## config.mk

```make
export PLATFORM = sky130hd
export DESIGN_NAME = rcb_mac
export DESIGN_NICKNAME = d
export VERILOG_FILES = /design/src/design/rcb_pkg.sv /design/src/design/rcb_mac.sv
export SDC_FILE = /design/constraint.sdc
export NUM_CORES = 2
export LEC_CHECK = 0
export BUFFER_PORTS_ARGS = -buffer_cell sky130_fd_sc_hd__buf_2
export CAP_MARGIN = 20
export CORE_MARGIN = 2
export CORE_UTILIZATION = 60
export CTS_BUF_LIST = sky130_fd_sc_hd__clkbuf_4 sky130_fd_sc_hd__clkbuf_8
export CTS_CLUSTER_SIZE = 10
export DETAILED_ROUTE_END_ITERATION = 7
export GPL_TIMING_DRIVEN = 0
export PLACE_DENSITY_LB_ADDON = 0.15
export SLEW_MARGIN = 20
export SYNTH_ARGS = -nofsm -noshare
export SYNTH_HDL_FRONTEND = slang
export SYNTH_SLANG_ARGS = --single-unit
```

## constraint.sdc

```tcl
create_clock -name i_clk -period 17.3 [get_ports i_clk]
set_clock_uncertainty 0.1 [all_clocks]
set_input_delay 5.19 -clock i_clk [delete_from_list [all_inputs] [get_ports i_clk]]
set_output_delay 5.19 -clock i_clk [all_outputs]
set_load 0.05 [all_outputs]
```

## src/design/rcb_pkg.sv

```systemverilog
// Shared types, codes and widths for the row convolution backward block.
// Depends on nothing; every other file of the block but rcb_ram imports it.
package rcb_pkg;

    localparam int DEF_MAX_CONTEXT  = 16;
    localparam int DEF_MAX_CHANNELS = 256;

    localparam int SAMPLE_W = 16;
    localparam int PROD_W   = 32;
    localparam int DX_W     = 36;
    localparam int ACC_W    = 48;
    localparam int CTX_W    = 5;
    localparam int FUNC_W   = 2;
    localparam int KIND_W   = 2;
    localparam int TAPF_W   = 4;
    localparam int CHF_W    = 8;

    localparam logic [FUNC_W-1:0] FUNC_LOAD  = 2'd0;
    localparam logic [FUNC_W-1:0] FUNC_DATA  = 2'd1;
    localparam logic [FUNC_W-1:0] FUNC_READ  = 2'd2;
    localparam logic [FUNC_W-1:0] FUNC_CLEAR = 2'd3;

    localparam logic [KIND_W-1:0] KIND_ACK = 2'd0;
    localparam logic [KIND_W-1:0] KIND_DX  = 2'd1;
    localparam logic [KIND_W-1:0] KIND_DW  = 2'd2;

    // Control handed from the sequencer to the multiply-accumulate unit.
    typedef struct packed {
        logic valid;     // memory read data for one tap is present
        logic first;     // tap 0 uses the incoming gradient, not the history
        logic clr_sum;   // start a new input-gradient sum
    } t_mac_ctl;

endpackage

```

## src/design/rcb_mac.sv

```systemverilog
// Two-stage multiply-accumulate unit: products, then the input-gradient sum and
// the saturating weight-gradient update. Depends on rcb_pkg.
module rcb_mac #(
    parameter int TW = 4
) (
    input  logic                              i_clk,
    input  logic                              i_rst_n,
    input  rcb_pkg::t_mac_ctl                 i_ctl,
    input  logic [TW-1:0]                     i_w,
    input  logic signed [rcb_pkg::SAMPLE_W-1:0] i_x,
    input  logic signed [rcb_pkg::SAMPLE_W-1:0] i_dout,
    input  logic signed [rcb_pkg::SAMPLE_W-1:0] i_tap,
    input  logic signed [rcb_pkg::SAMPLE_W-1:0] i_hist,
    input  logic signed [rcb_pkg::ACC_W-1:0]    i_acc,
    output logic                              o_acc_we,
    output logic [TW-1:0]                     o_acc_w,
    output logic signed [rcb_pkg::ACC_W-1:0]    o_acc_wdata,
    output logic signed [rcb_pkg::DX_W-1:0]     o_sum,
    output logic                              o_busy
);
    import rcb_pkg::*;

    logic                       r_valid;
    logic [TW-1:0]              r_w;
    logic signed [PROD_W-1:0]   r_prod_t;
    logic signed [PROD_W-1:0]   r_prod_x;
    logic signed [ACC_W-1:0]    r_acc;
    logic signed [DX_W-1:0]     r_sum;
    logic signed [DX_W-1:0]     n_sum;
    logic signed [SAMPLE_W-1:0] d;
    logic signed [ACC_W:0]      acc_ext;

    assign d = i_ctl.first ? i_dout : i_hist;

    always_ff @(posedge i_clk) begin
        if (!i_rst_n) begin
            r_valid <= 1'b0;
        end else begin
            r_valid <= i_ctl.valid;
        end
        r_w      <= i_w;
        r_prod_t <= i_tap * d;
        r_prod_x <= i_x * d;
        r_acc    <= i_acc;
        r_sum    <= n_sum;
    end

    always_comb begin
        n_sum = r_sum;
        if (i_ctl.clr_sum) begin
            n_sum = '0;
        end else if (r_valid) begin
            n_sum = r_sum + DX_W'(r_prod_t);
        end
    end

    // One guard bit shows whether the 48-bit accumulator left its range.
    always_comb begin
        acc_ext = {r_acc[ACC_W-1], r_acc} + (ACC_W+1)'(r_prod_x);
        if (acc_ext[ACC_W] != acc_ext[ACC_W-1]) begin
            o_acc_wdata = acc_ext[ACC_W] ? {1'b1, {(ACC_W-1){1'b0}}}
                                         : {1'b0, {(ACC_W-1){1'b1}}};
        end else begin
            o_acc_wdata = acc_ext[ACC_W-1:0];
        end
    end

    assign o_acc_we = r_valid;
    assign o_acc_w  = r_w;
    assign o_sum    = r_sum;
    assign o_busy   = r_valid;
endmodule

```

==> results.yml <==
outcome:
  status: "complete, no violations"
floorplan:
  io_pins: 211
  initial_core_util: 0.608
  die_height_microns: 221
  die_area_sq_um: 48900
  coreArea_sq_um: 46600
  rows: 79
  die_w_microns: 221
synthesis:
  yosysWarningCount: 0
  synth_flop_cell: "dfxtp_1"
  syn_area_per_cell_sq_um: 9.10
  seq_area_frac_synth: 0.108
  synth_edf_count: 0
  ys_ff_latch: 153
  netlist_area_sq_um: 28300
  synth_top_area_cell: "fa_1"
  synth_top_area_frac: 0.372
  synth.area.top_cells: "fa_1, ha_1, dfxtp_1, inv_1, and2_1"
  synth.distinct_cells: 74
  synth_cells: 3108
  async_flop_share: 0
  synth_nets: 4002
grt:
  grt_pass1_wl_microns: 119000
  grt-ovfl-total: 0
  grt_pass1_vias: 22700
  antenna_found_initial: 6
  grt_use_total: 0.311
  grt_max_degree: 18
worst_setup_path:
  path_max_fanout: 10
  r2r_end: "o_sum[33]"
  rr_worst_depth: 11
  path_delay_family: "adder cells"
  r2r_setup_slack_ns: 13.63
  worstSetupStartpointType: "input port"
  critical_path_class: "input port to flip-flop"
  cpMostUsedCell: "fa_1"
  critPathMaxStageDelay_ns: 0.83
  reg2reg_from: "o_sum[1]"
  arrival_ns: 14.36
  cp-end-kind: "flip-flop"
  cp_slowest_cell: "buf_1"
  critPathBufInv: 9
  crit_required_ns: 17.59
layout:
  nets: 4230
  fillers: 4061
  final_layout_size_suffix_gt1_frac: 0.0896
  syn_to_final_growth_pct: 7.66
  final_common_cell: "inv_1"
  mostFrequentLayoutCells: "inv_1, fa_1, nand2_1"
sta:
  tns_ns: 0
  fmax_mhz: 71.1
  slew_violations: 0
  finalHoldViolations: 0
  timing.final.ws_setup_ns: 3.23
  setup_viol: 0
  worst_slew_pin_slew_ns: 1.03
  rsz0062_at_grt: "false"
  finalCritPeriodShare: 0.813
  slew_headroom: 0.311
  min_period_ns: 14.07
clock_network:
  cts.clk_slew.worst_paths_ns: 0.11
  post-cts-setup-buffer-count: 0
  ctsResizeCount: 0
  cts_tree: "done"
  h-tree-depth: 4
  root_buffer: "clkbuf_8"
  cts_buffers: 17
  clock_latency_ns: 0.53
  clkSinkCount: 153
  ctsHoldBuffers: 0
  cts_buffer_depth: 2
place:
  gp_congestion: 0.932
  dp_slack_ns: 2.88
  dp_hpwl_microns: 62900
  io_buffers: 209
job:
  cap_violations: 0
route:
  wl_per_cell_microns: 18.6
  viasPerCell: 5.58
  antenna_left: 0
  drcViolationCount: 0
  drt-total-wl_microns: 73400
  dr_total_vias: 22100
  first_pass_iters: 6
  drtIter0Drc: 1567
worst_hold_path:
  min-delay-start: "o_sum[32]"
  hold_depth: 2
  whs_endpoint: "o_sum[32]"
  hold_class: "flip-flop to flip-flop"
==> synth_stat cells (43+ instances only) <==
cell and instances:
a21o_1 82, a21oi_1 128, and2_1 229, clkbuf_1 109
dfxtp_1 153, fa_1 526, ha_1 247, inv_1 608
maj3_1 47, nand2_1 304, nor2_1 106, o21ai_0 70
xnor2_1 92, xor2_1 43
==> tightest hold or removal path, stage by stage (launching register included) <==
cell and delay (ns):
dfxtp_1 0.34, nand2_1 0.06, o21ai_0 0.06
==> state kept, by name, summed over array words and instances (netlist names) <==
signal    cells
r_acc        48
o_sum        36
r_prod_t     32
r_prod_x     32
o_acc_w       4
o_acc_we      1
==> worst max-delay path by stage <==
stage,start,end,slack (ns),depth (start not counted)
4_1_cts,i_ctl[1],r_prod_x[31],3.46,26
3_5_place_dp,i_ctl[1],r_prod_x[31],2.88,26
6_report,i_ctl[1],r_prod_x[31],3.23,26
2_1_floorplan,i_ctl[1],r_prod_x[30],5.19,22
5_1_grt,i_ctl[1],r_prod_x[31],2.88,26
3_3_place_gp,i_ctl[1],r_prod_x[31],2.97,26
==> final cells by class <==
cell class / instances / area, sq um / share of cell area
Sequential cell: 153 / 3060 / 0.101
Antenna cell: 2 / 5.00 / 0.000164
Multi-Input combinational cell: 2224 / 22500 / 0.737
Inverter: 608 / 2280 / 0.0749
Clock buffer: 18 / 241 / 0.00793
Buffer: 123 / 498 / 0.0163
Timing Repair Buffer: 209 / 1050 / 0.0343
Tap cell: 607 / 759 / 0.0249
Clock inverter: 13 / 111 / 0.00366
==> metrics by stage <==
step / area (sq um) / hold slack (ns) / util / std cells
5_1_grt: 30500 / 0.429 / 0.654 / 3957
3_5_place_dp: 30100 / 0.388 / 0.647 / 3924
6_report: 30500 / 0.400 / 0.654 / 3957
4_1_cts: 30500 / 0.401 / 0.654 / 3955
2_1_floorplan: 28300 / 0.451 / - / 3108
3_3_place_gp: 30100 / 0.376 / 0.646 / 3924
==> per-layer routing <==
layer / part of all wire / track usage / vias to the layer above
met3: 0.088 / 0.0656 / 127
met2: 0.44 / 0.473 / 812
li1: - / - / 10200
met5: 0 / 0 / -
met4: 0.031 / 0.0989 / 0
met1: 0.44 / 0.446 / 11000
==> cell families (layout without fill, tap and decap cells) <==
| kind of cell | after synthesis | in the layout | share of synthesized area |
|---|---|---|---|
| other | 0 | 2 | 0 |
| xor gates and xnor gates | 135 | 135 | 0.0418 |
| buffers and inverters | 731 | 971 | 0.0983 |
| muxes | 38 | 38 | 0.0141 |
| adders and majority gates | 820 | 820 | 0.498 |
| and+or+nand+nor | 810 | 810 | 0.142 |
| AOI/OAI and AO/OA | 421 | 421 | 0.0980 |
| DFF | 153 | 153 | 0.108 |
Power is not shown: default switching activity piles up to over one toggle a cycle in this logic, so the estimate is an artifact.
